File: src/hw/rtl/ffsa_pkg.sv
`default_nettype none

package ffsa_pkg;

	// fixed field widths
	localparam int unsigned OFS_W = 10;
	localparam int unsigned LEN_W = 11;
	localparam int unsigned STS_W = 2;

	// largest region in units
	localparam int unsigned MEM_UNITS = 1024;
	localparam int unsigned MAX_SEGMENTS_DEF = 64;

	// operation codes
	localparam logic FUNC_ALLOC = 1'b0;
	localparam logic FUNC_FREE  = 1'b1;

	// status codes
	localparam logic [STS_W-1:0] ST_OK       = 2'd0;
	localparam logic [STS_W-1:0] ST_NOFIT    = 2'd1;
	localparam logic [STS_W-1:0] ST_FULL     = 2'd2;
	localparam logic [STS_W-1:0] ST_NOTFOUND = 2'd3;

	// one table entry
	typedef struct packed {
		logic [OFS_W-1:0] start;
		logic [LEN_W-1:0] len;
		logic             used;
	} seg_t;

endpackage

`default_nettype wire

File: src/hw/rtl/ffsa_if.sv
`default_nettype none

// command channel
interface ffsa_cmd_if;
	logic                       valid;
	logic                       ready;
	logic                       func;
	logic [ffsa_pkg::LEN_W-1:0] request_size;
	logic [ffsa_pkg::OFS_W-1:0] block_offset;

	modport source (output valid, func, request_size, block_offset, input ready);
	modport sink (input valid, func, request_size, block_offset, output ready);
endinterface

// response channel
interface ffsa_rsp_if;
	logic                       valid;
	logic                       ready;
	logic [ffsa_pkg::OFS_W-1:0] granted_offset;
	logic [ffsa_pkg::STS_W-1:0] status;

	modport source (output valid, granted_offset, status, input ready);
	modport sink (input valid, granted_offset, status, output ready);
endinterface

`default_nettype wire

File: src/hw/rtl/first_fit_segment_allocator.sv
`default_nettype none
// response time: a zero-size allocate is answered straight from idle; other commands depend on
//   n = live segments, through the walk of the segment table memory (one read, one write port)
// throughput: one transaction in flight; the next is taken in the cycle its result is accepted
// reset: table holds one free segment of total_size (1024); the init state, entered after reset
//   and after each total_size write, writes entry zero before a command is taken
module first_fit_segment_allocator #(
	parameter int unsigned MAX_SEGMENTS = ffsa_pkg::MAX_SEGMENTS_DEF
) (
	input  wire                        clk,
	input  wire                        arst_n,
	input  wire                        cfg_we,
	input  wire [ffsa_pkg::LEN_W-1:0]  cfg_wdata,
	ffsa_cmd_if.sink                   cmd,
	ffsa_rsp_if.source                 rsp
);
	import ffsa_pkg::*;

	localparam int unsigned IW = $clog2(MAX_SEGMENTS);
	localparam int unsigned CW = $clog2(MAX_SEGMENTS + 1);
	localparam int unsigned PW = CW + 1;

	typedef enum logic [3:0] {
		S_INIT, S_IDLE, S_SEARCH, S_ASHIFT, S_AWR1, S_AWR2,
		S_FRDR, S_FRDL, S_FMRG, S_FSHIFT
	} state_t;

	state_t             state_q;
	logic [LEN_W-1:0]   total_q;
	logic [CW-1:0]      count_q;
	logic [PW-1:0]      ptr_q;
	logic [IW-1:0]      hit_q;
	seg_t               hdat_q;
	seg_t               rdat_q;
	logic               rfree_q;
	logic [1:0]         dist_q;
	logic               func_q;
	logic [LEN_W-1:0]   req_q;
	logic [OFS_W-1:0]   off_q;
	logic               out_vld_q;
	logic [OFS_W-1:0]   granted_q;
	logic [STS_W-1:0]   status_q;
	logic               rvld_s1;
	logic [IW-1:0]      ridx_s1;
	seg_t               rdata_s1;

	seg_t               mem_q [MAX_SEGMENTS];

	logic               ren;
	logic [IW-1:0]      raddr;
	logic               we;
	logic [IW-1:0]      waddr;
	seg_t               wdata;
	logic               match;
	logic               last;
	logic               cmd_ready;
	logic [LEN_W-1:0]   cfg_val;
	logic [PW-1:0]      hitp1;
	logic [PW-1:0]      cnt_p;
	logic               lfree;
	logic [IW-1:0]      mw;
	seg_t               mval;
	logic [1:0]         mdist;
	logic [PW-1:0]      msrc;
	logic [LEN_W-1:0]   rlen;

	// clamp of the region size
	always_comb begin
		if (cfg_wdata == '0)
			cfg_val = LEN_W'(1);
		else if (cfg_wdata > LEN_W'(MEM_UNITS))
			cfg_val = LEN_W'(MEM_UNITS);
		else
			cfg_val = cfg_wdata;
	end

	assign hitp1 = PW'(hit_q) + PW'(1);
	assign cnt_p = PW'(count_q);

	// search compare on returned entry
	assign match = (func_q == FUNC_FREE) ?
		(rdata_s1.used && rdata_s1.start == off_q) :
		(!rdata_s1.used && rdata_s1.len > req_q);
	assign last = (PW'(ridx_s1) + PW'(1)) == cnt_p;

	// merge of freed segment with its neighbors
	always_comb begin
		lfree = rvld_s1 && !rdata_s1.used;
		rlen  = rfree_q ? rdat_q.len : '0;
		msrc  = hitp1 + PW'(rfree_q);
		if (lfree) begin
			mw         = hit_q - IW'(1);
			mval.start = rdata_s1.start;
			mval.len   = rdata_s1.len + hdat_q.len + rlen;
			mdist      = rfree_q ? 2'd2 : 2'd1;
		end else begin
			mw         = hit_q;
			mval.start = hdat_q.start;
			mval.len   = hdat_q.len + rlen;
			mdist      = rfree_q ? 2'd1 : 2'd0;
		end
		mval.used = 1'b0;
	end

	// memory port control
	always_comb begin
		ren   = 1'b0;
		raddr = '0;
		we    = 1'b0;
		waddr = '0;
		wdata = '0;
		case (state_q)
			S_INIT: begin
				we        = 1'b1;
				wdata.len = total_q;
			end
			S_SEARCH: begin
				if (ptr_q < cnt_p && !(rvld_s1 && (match || last))) begin
					ren   = 1'b1;
					raddr = ptr_q[IW-1:0];
				end
			end
			S_ASHIFT: begin
				if (ptr_q > hitp1) begin
					ren   = 1'b1;
					raddr = IW'(ptr_q - PW'(1));
				end
				if (rvld_s1) begin
					we    = 1'b1;
					waddr = ridx_s1 + IW'(1);
					wdata = rdata_s1;
				end
			end
			S_AWR1: begin
				we          = 1'b1;
				waddr       = hit_q + IW'(1);
				wdata.start = OFS_W'({1'b0, hdat_q.start} + req_q);
				wdata.len   = hdat_q.len - req_q;
				wdata.used  = 1'b0;
			end
			S_AWR2: begin
				we          = 1'b1;
				waddr       = hit_q;
				wdata.start = hdat_q.start;
				wdata.len   = req_q;
				wdata.used  = 1'b1;
			end
			S_FRDR: begin
				if (hitp1 < cnt_p) begin
					ren   = 1'b1;
					raddr = hit_q + IW'(1);
				end
			end
			S_FRDL: begin
				if (hit_q != '0) begin
					ren   = 1'b1;
					raddr = hit_q - IW'(1);
				end
			end
			S_FMRG: begin
				we    = 1'b1;
				waddr = mw;
				wdata = mval;
			end
			S_FSHIFT: begin
				if (ptr_q < cnt_p) begin
					ren   = 1'b1;
					raddr = ptr_q[IW-1:0];
				end
				if (rvld_s1) begin
					we    = 1'b1;
					waddr = ridx_s1 - IW'(dist_q);
					wdata = rdata_s1;
				end
			end
			default: ;
		endcase
	end

	// segment table memory
	always_ff @(posedge clk) begin
		if (we)
			mem_q[waddr] <= wdata;
		if (ren)
			rdata_s1 <= mem_q[raddr];
	end

	assign cmd_ready          = (state_q == S_IDLE) && (!out_vld_q || rsp.ready);
	assign cmd.ready          = cmd_ready;
	assign rsp.valid          = out_vld_q;
	assign rsp.granted_offset = granted_q;
	assign rsp.status         = status_q;

	// sequencer
	always_ff @(posedge clk or negedge arst_n) begin
		if (!arst_n) begin
			state_q   <= S_INIT;
			total_q   <= LEN_W'(MEM_UNITS);
			count_q   <= CW'(1);
			ptr_q     <= '0;
			hit_q     <= '0;
			hdat_q    <= '0;
			rdat_q    <= '0;
			rfree_q   <= 1'b0;
			dist_q    <= '0;
			func_q    <= 1'b0;
			req_q     <= '0;
			off_q     <= '0;
			out_vld_q <= 1'b0;
			granted_q <= '0;
			status_q  <= ST_OK;
			rvld_s1   <= 1'b0;
			ridx_s1   <= '0;
		end else begin
			rvld_s1 <= ren;
			ridx_s1 <= raddr;
			if (out_vld_q && rsp.ready)
				out_vld_q <= 1'b0;
			if (cfg_we) begin
				total_q <= cfg_val;
				state_q <= S_INIT;
			end else begin
				case (state_q)
					S_INIT: begin
						count_q <= CW'(1);
						state_q <= S_IDLE;
					end
					S_IDLE: begin
						if (cmd.valid && cmd_ready) begin
							func_q <= cmd.func;
							req_q  <= cmd.request_size;
							off_q  <= cmd.block_offset;
							ptr_q  <= '0;
							if (cmd.func == FUNC_ALLOC && cmd.request_size == '0) begin
								out_vld_q <= 1'b1;
								granted_q <= '0;
								status_q  <= ST_NOFIT;
							end else begin
								state_q <= S_SEARCH;
							end
						end
					end
					S_SEARCH: begin
						if (ren)
							ptr_q <= ptr_q + PW'(1);
						if (rvld_s1 && match) begin
							hit_q  <= ridx_s1;
							hdat_q <= rdata_s1;
							if (func_q == FUNC_FREE) begin
								state_q <= S_FRDR;
							end else if (count_q == CW'(MAX_SEGMENTS)) begin
								out_vld_q <= 1'b1;
								granted_q <= '0;
								status_q  <= ST_FULL;
								state_q   <= S_IDLE;
							end else begin
								ptr_q   <= cnt_p;
								state_q <= S_ASHIFT;
							end
						end else if (rvld_s1 && last) begin
							out_vld_q <= 1'b1;
							granted_q <= '0;
							status_q  <= (func_q == FUNC_FREE) ? ST_NOTFOUND : ST_NOFIT;
							state_q   <= S_IDLE;
						end
					end
					S_ASHIFT: begin
						if (ren)
							ptr_q <= ptr_q - PW'(1);
						if (!ren && !rvld_s1)
							state_q <= S_AWR1;
					end
					S_AWR1: state_q <= S_AWR2;
					S_AWR2: begin
						count_q   <= count_q + CW'(1);
						out_vld_q <= 1'b1;
						granted_q <= hdat_q.start;
						status_q  <= ST_OK;
						state_q   <= S_IDLE;
					end
					S_FRDR: state_q <= S_FRDL;
					S_FRDL: begin
						rfree_q <= rvld_s1 && !rdata_s1.used;
						rdat_q  <= rdata_s1;
						state_q <= S_FMRG;
					end
					S_FMRG: begin
						if (mdist == 2'd0) begin
							out_vld_q <= 1'b1;
							granted_q <= '0;
							status_q  <= ST_OK;
							state_q   <= S_IDLE;
						end else begin
							ptr_q   <= msrc;
							dist_q  <= mdist;
							state_q <= S_FSHIFT;
						end
					end
					S_FSHIFT: begin
						if (ren)
							ptr_q <= ptr_q + PW'(1);
						if (!ren && !rvld_s1) begin
							count_q   <= count_q - CW'(dist_q);
							out_vld_q <= 1'b1;
							granted_q <= '0;
							status_q  <= ST_OK;
							state_q   <= S_IDLE;
						end
					end
					default: state_q <= S_IDLE;
				endcase
			end
		end
	end

endmodule

`default_nettype wire
File: src/flat_wrapper.sv
// flat-port wrapper written by rule: the top's interface ports become plain ports
module first_fit_segment_allocator_flat import ffsa_pkg::*;
#(
	parameter int unsigned MAX_SEGMENTS = ffsa_pkg::MAX_SEGMENTS_DEF
)
  (clk, arst_n, cfg_we, cfg_wdata, cmd_valid, cmd_func, cmd_request_size, cmd_block_offset, cmd_ready, rsp_valid, rsp_granted_offset, rsp_status, rsp_ready);
  ffsa_cmd_if cmd_i ();
  ffsa_rsp_if rsp_i ();
  input  wire clk;
  input  wire arst_n;
  input  wire cfg_we;
  input  wire [ffsa_pkg::LEN_W-1:0] cfg_wdata;
  input wire logic [$bits(cmd_i.valid)-1:0] cmd_valid;
  input wire logic [$bits(cmd_i.func)-1:0] cmd_func;
  input wire logic [$bits(cmd_i.request_size)-1:0] cmd_request_size;
  input wire logic [$bits(cmd_i.block_offset)-1:0] cmd_block_offset;
  output wire logic [$bits(cmd_i.ready)-1:0] cmd_ready;
  output wire logic [$bits(rsp_i.valid)-1:0] rsp_valid;
  output wire logic [$bits(rsp_i.granted_offset)-1:0] rsp_granted_offset;
  output wire logic [$bits(rsp_i.status)-1:0] rsp_status;
  input wire logic [$bits(rsp_i.ready)-1:0] rsp_ready;
  assign cmd_i.valid = cmd_valid;
  assign cmd_i.func = cmd_func;
  assign cmd_i.request_size = cmd_request_size;
  assign cmd_i.block_offset = cmd_block_offset;
  assign cmd_ready = cmd_i.ready;
  assign rsp_valid = rsp_i.valid;
  assign rsp_granted_offset = rsp_i.granted_offset;
  assign rsp_status = rsp_i.status;
  assign rsp_i.ready = rsp_ready;
  first_fit_segment_allocator #(.MAX_SEGMENTS(MAX_SEGMENTS)) u_core (.clk(clk), .arst_n(arst_n), .cfg_we(cfg_we), .cfg_wdata(cfg_wdata), .cmd(cmd_i), .rsp(rsp_i));
endmodule
File: config.mk
export PLATFORM = sky130hd
export DESIGN_NAME = first_fit_segment_allocator_flat
export DESIGN_NICKNAME = d
export VERILOG_FILES = /design/src/hw/rtl/ffsa_pkg.sv /design/src/hw/rtl/ffsa_if.sv /design/src/hw/rtl/first_fit_segment_allocator.sv /design/src/flat_wrapper.sv
export SDC_FILE = /design/constraint.sdc
export NUM_CORES = 2
export LEC_CHECK = 0
export ABC_AREA = 0
export BUFFER_PORTS_ARGS = -buffer_cell sky130_fd_sc_hd__buf_2
export CORE_ASPECT_RATIO = 1.4
export CORE_MARGIN = 8
export CORE_UTILIZATION = 41
export CTS_BUF_LIST = sky130_fd_sc_hd__clkbuf_8 sky130_fd_sc_hd__clkbuf_16
export DETAILED_ROUTE_END_ITERATION = 6
export PLACE_DENSITY = 0.64
export SYNTH_ARGS = -nofsm -noshare
export SYNTH_HDL_FRONTEND = slang
export SYNTH_SLANG_ARGS = --single-unit
File: constraint.sdc
create_clock -name clk -period 6.04 [get_ports clk]
set_input_delay 0.604 -clock clk [delete_from_list [all_inputs] [get_ports clk]]
set_output_delay 0.604 -clock clk [all_outputs]
set_load 0.05 [all_outputs]
==> out/metrics.json <==
{
  "critical_path": {
    "crit_buf_inv": 6,
    "critPathRequiredTime_ps": 6540,
    "critical_path.max_stage_delay_ps": 600,
    "worst-endpoint-arrival_ps": 6320,
    "criticalPathCategory": "flip-flop to flip-flop",
    "critical_path.startpoint_type": "flip-flop",
    "crit_slowest_cell": "dfrtp_1",
    "end_kind": "flip-flop",
    "largest_delay_contributor_family_on_the_critical_path": "compound AO/OA/AOI/OAI gates",
    "cp_cell_sequence": "ha_1 > nand3_1 > xnor2_1 > inv_1 > ha_1 > nand4_1 > a21oi_1 > o22a_1 > and2_1 > a222oi_1 > buf_4 > and2_4 > inv_8 > buf_12 > buf_12 > buf_4 > a211oi_1 > a31oi_1 > a32o_1 > nor3_1 > a211oi_1",
    "crit_fanout": 61
  },
  "finish": {
    "multi_input_area_sq_um": 18600,
    "sequential_cell_area_sq_um": 45800,
    "design.final.nets": 5368,
    "fillers": 13900,
    "final_design_area_no_fill_sq_um": 74500,
    "area.growth.synth_to_final_pct": 13.3,
    "drive_gt1_share_pct": 13.7
  },
  "die": {
    "core_area_sq_um": 160000,
    "rows": 174,
    "floorplan.io_pins": 52,
    "die_height_microns": 490,
    "initial_utilization_pct": 41.1,
    "die_x_microns": 354,
    "design.die.area_sq_um": 174000
  },
  "placement": {
    "dpl.hpwl_microns": 124000,
    "number_of_buffer_cells_added_on_primary_ports": 51,
    "placed_cell_area_sq_um": 70000,
    "place_congestion": 0.899
  },
  "flow_run": {
    "max_cap_violations": 0
  },
  "timing": {
    "fmax_ghz": 0.172,
    "setup_viol": 0,
    "rsz0062_at_grt": "false",
    "worst_slew_pin_slew_ps": 1290,
    "layout_worst_path_cycle_share_pct": 96.2,
    "setup_total_negative_slack_ps": 0,
    "relSlewSlack_pct": 13.5,
    "finClkSkew_ps": 42.7,
    "timing.final.hold_violations": 0,
    "final_period_minus_worst_setup_slack_ps": 5810,
    "slew_viols_final": 0
  },
  "min_path": {
    "hold_path.class": "primary input to flip-flop"
  },
  "grt": {
    "grt_antenna_before_repair": 11,
    "globalRouteOverflowTotal": 0,
    "first_pass_grt_wire_length_microns": 289000,
    "first_global_vias": 42800,
    "track_usage_pct": 22.4,
    "largest_net_degree_at_the_start_of_global_routing": 130
  },
  "clock_network": {
    "path_clk_slew_ps": 70,
    "htreeDepth": 4,
    "clock_buffers_created_by_tritoncts": 144,
    "clk_path_buf_depth": 3,
    "cts_root_buf": "clkbuf_16",
    "clock_sinks": 1543,
    "worstSkewPairLatency_ps": 810,
    "cts_tree": "yes"
  },
  "detailed_routing": {
    "drt-initial-drc-count": 5311,
    "detailedRoute.firstPassIterationCount": 6,
    "wirelength_routed_microns": 201000,
    "antenna_violating_nets_post_route": 0,
    "dr_total_vias": 44300,
    "wl_per_cell_microns": 27.0,
    "via_to_cell_ratio": 5.95,
    "number_of_design_rule_violations_left_after_detail_routing": 0
  },
  "synthesis": {
    "postSynth.asyncResetShare_pct": 7.32,
    "ys_seq_area_share_pct": 69.6,
    "yosys_most_used_dff": "edfxtp_1",
    "post_synth_fa_ha_maj_area_fraction_pct": 2.14,
    "ys.warnings.count": 0,
    "synth_most_common_cell": "edfxtp_1",
    "synth_mux_area_share_pct": 1.63,
    "ys_top_cells_by_area": "edfxtp_1 (65%), nand2_1 (6.8%), dfrtp_1 (4.2%)",
    "synth_compound_gate_area_share_pct": 9.74,
    "synth_fp_nets": 5219,
    "synth.cell_area_sq_um": 65700,
    "largest_area_contributor_in_the_netlist": "edfxtp_1",
    "xor_xnor_fraction_of_synth_area_pct": 1.05,
    "synthTopCellsByCount": "edfxtp_1 (1430), nand2_1 (1183), nand3_1 (259)",
    "postSynthAreaPerCell_sq_um": 12.9,
    "synth-edff-count": 1430,
    "post_synthesis_share_of_cell_area_spent_on_and_or_nand_and_nor_gates_pct": 13.1,
    "synth_top_cell_area_share_pct": 65.3,
    "ys_types": 83,
    "synthCells": 5079,
    "largest_family_of_logic_cells_by_synthesized_area": "simple AND/OR/NAND/NOR gates",
    "yosys_register_bits": 1543
  },
  "outcome": {
    "status": "finished clean"
  },
  "power_and_ir_drop": {
    "power-per-cell-area_nw_per_um2": 333,
    "power.leakage_nw": 26.0,
    "worst_ir_drop_vdd_mv": 0.274
  }
}
==> cell families (layout without fill, tap and decap cells) <==
logic type,Yosys count,after routing
other cells,0,2
buf+inv,415,668
mux,97,97
flops,1543,1543
fa+ha+maj,103,103
xor+xnor,77,77
simple gates,1947,1947
compound gates,897,897
==> layout make-up <==
type	instances	share of cell area (%)
Antenna cell	2	0.00672
Clock buffer	147	4.94
Clock inverter	103	0.976
Inverter	88	0.457
Multi-Input combinational cell	3121	24.9
Sequential cell	1543	61.5
Tap cell	2112	3.55
Timing Repair Buffer	330	3.69
==> registers in the layout (all words and copies together), names as in the netlist <==
name                       count
u_core.total_q                11
u_core.func_q                  1
u_core.rsp.status              2
u_core.count_q                 7
u_core.req_q                  11
u_core.rsp.granted_offset     10
u_core.rvld_s1                 1
u_core.ridx_s1                 6
u_core.rsp.valid               1
u_core.mem_q                1408
u_core.hit_q                   6
u_core.dist_q                  2
u_core.ptr_q                   8
u_core.state_q                 4
u_core.off_q                  10
u_core.rdata_s1               22
u_core.rdat_q                 11
u_core.rfree_q                 1
u_core.hdat_q                 21
==> placed cells by master (no fill, tap or decap), drive strengths merged, types with 22 or more instances in the layout <==
cell / n
nand2: 1183
a32oi: 50
xor2: 22
clkinv: 46
a21oi: 73
mux2: 79
nand3: 260
edfxtp: 1430
a211oi: 168
a311oi: 62
xnor2: 54
ha: 86
a22oi: 56
o21bai: 22
nor2: 139
clkbuf: 147
inv: 130
o21ai: 97
nor3: 46
a31oi: 222
and3: 216
a22o: 25
buf: 321
dfrtp: 111
==> path summary, 6_finish.rpt <==
path / startpoint / to / slack, ps / cells after the start
hold / removal: cmd_block_offset[6] / u_core.off_q[6] / 40 / 2
setup reg to reg: u_core.hit_q[1] / u_core.rdata_s1[1] / 230 / 21
setup / recovery: u_core.hit_q[1] / u_core.rdata_s1[1] / 230 / 21
max in group asynchronous: arst_n / u_core.hdat_q[7] / 4360 / 3
hold reg to reg: u_core.rdat_q[8] / u_core.rdat_q[8] / 500 / 1
min in group asynchronous: arst_n / u_core.off_q[2] / 310 / 2
==> report_power, final <==
| part | switching [mW] | total [mW] | internal [mW] |
|---|---|---|---|
| combinational | 2.54 | 3.71 | 1.17 |
| clock | 4.01 | 8.67 | 4.66 |
| sequential | 0.296 | 12.5 | 12.2 |
| total | 6.85 | 24.8 | 18.0 |
==> worst register-to-register path, cell delays in order, from the launching register on <==
cell and delay [ps]:
dfrtp_1 600, ha_1 350, nand3_1 120, xnor2_1 240, inv_1 80, ha_1 290, nand4_1 130, a21oi_1 70
o22a_1 310, and2_1 240, a222oi_1 320, buf_4 180, and2_4 330, inv_8 200, buf_12 240, buf_12 260
buf_4 330, a211oi_1 270, a31oi_1 70, a32o_1 230, nor3_1 540, a211oi_1 120
==> per-stage QoR <==
| step | power (mW) | instances | hold WS, ps | setup WS [ps] | utilization [%] |
|---|---|---|---|---|---|
| 2_1_floorplan | 14.7 | 5079 | 308 | 730 | - |
| 3_3_place_gp | 16.3 | 7183 | 483 | -191 | 43.7 |
| 3_5_place_dp | 16.3 | 7183 | 489 | -201 | 43.7 |
| 4_1_cts | 24.9 | 7442 | 0.880 | 108 | 46.5 |
| 5_1_grt | 25.5 | 7445 | 37.7 | 152 | 46.5 |
| 6_report | 24.8 | 7446 | 40.8 | 228 | 46.5 |
==> repair_timing <==
item,CTS,global route
buffers inserted,0,2
hold endpoints to repair,45,0
pin swaps,0,1
gates resized for setup,2,1
hold buffers,9,0
endpoints found under the setup margin,2,5
==> metal layers <==
metal | GRT usage, % | part of all wire (%)
met1 | 26.3 | 35
met2 | 38.3 | 49
met3 | 3.20 | 7.8
met4 | 15.1 | 7.5
met5 | 0 | 0.0065
(Power assumes the default switching activity.)
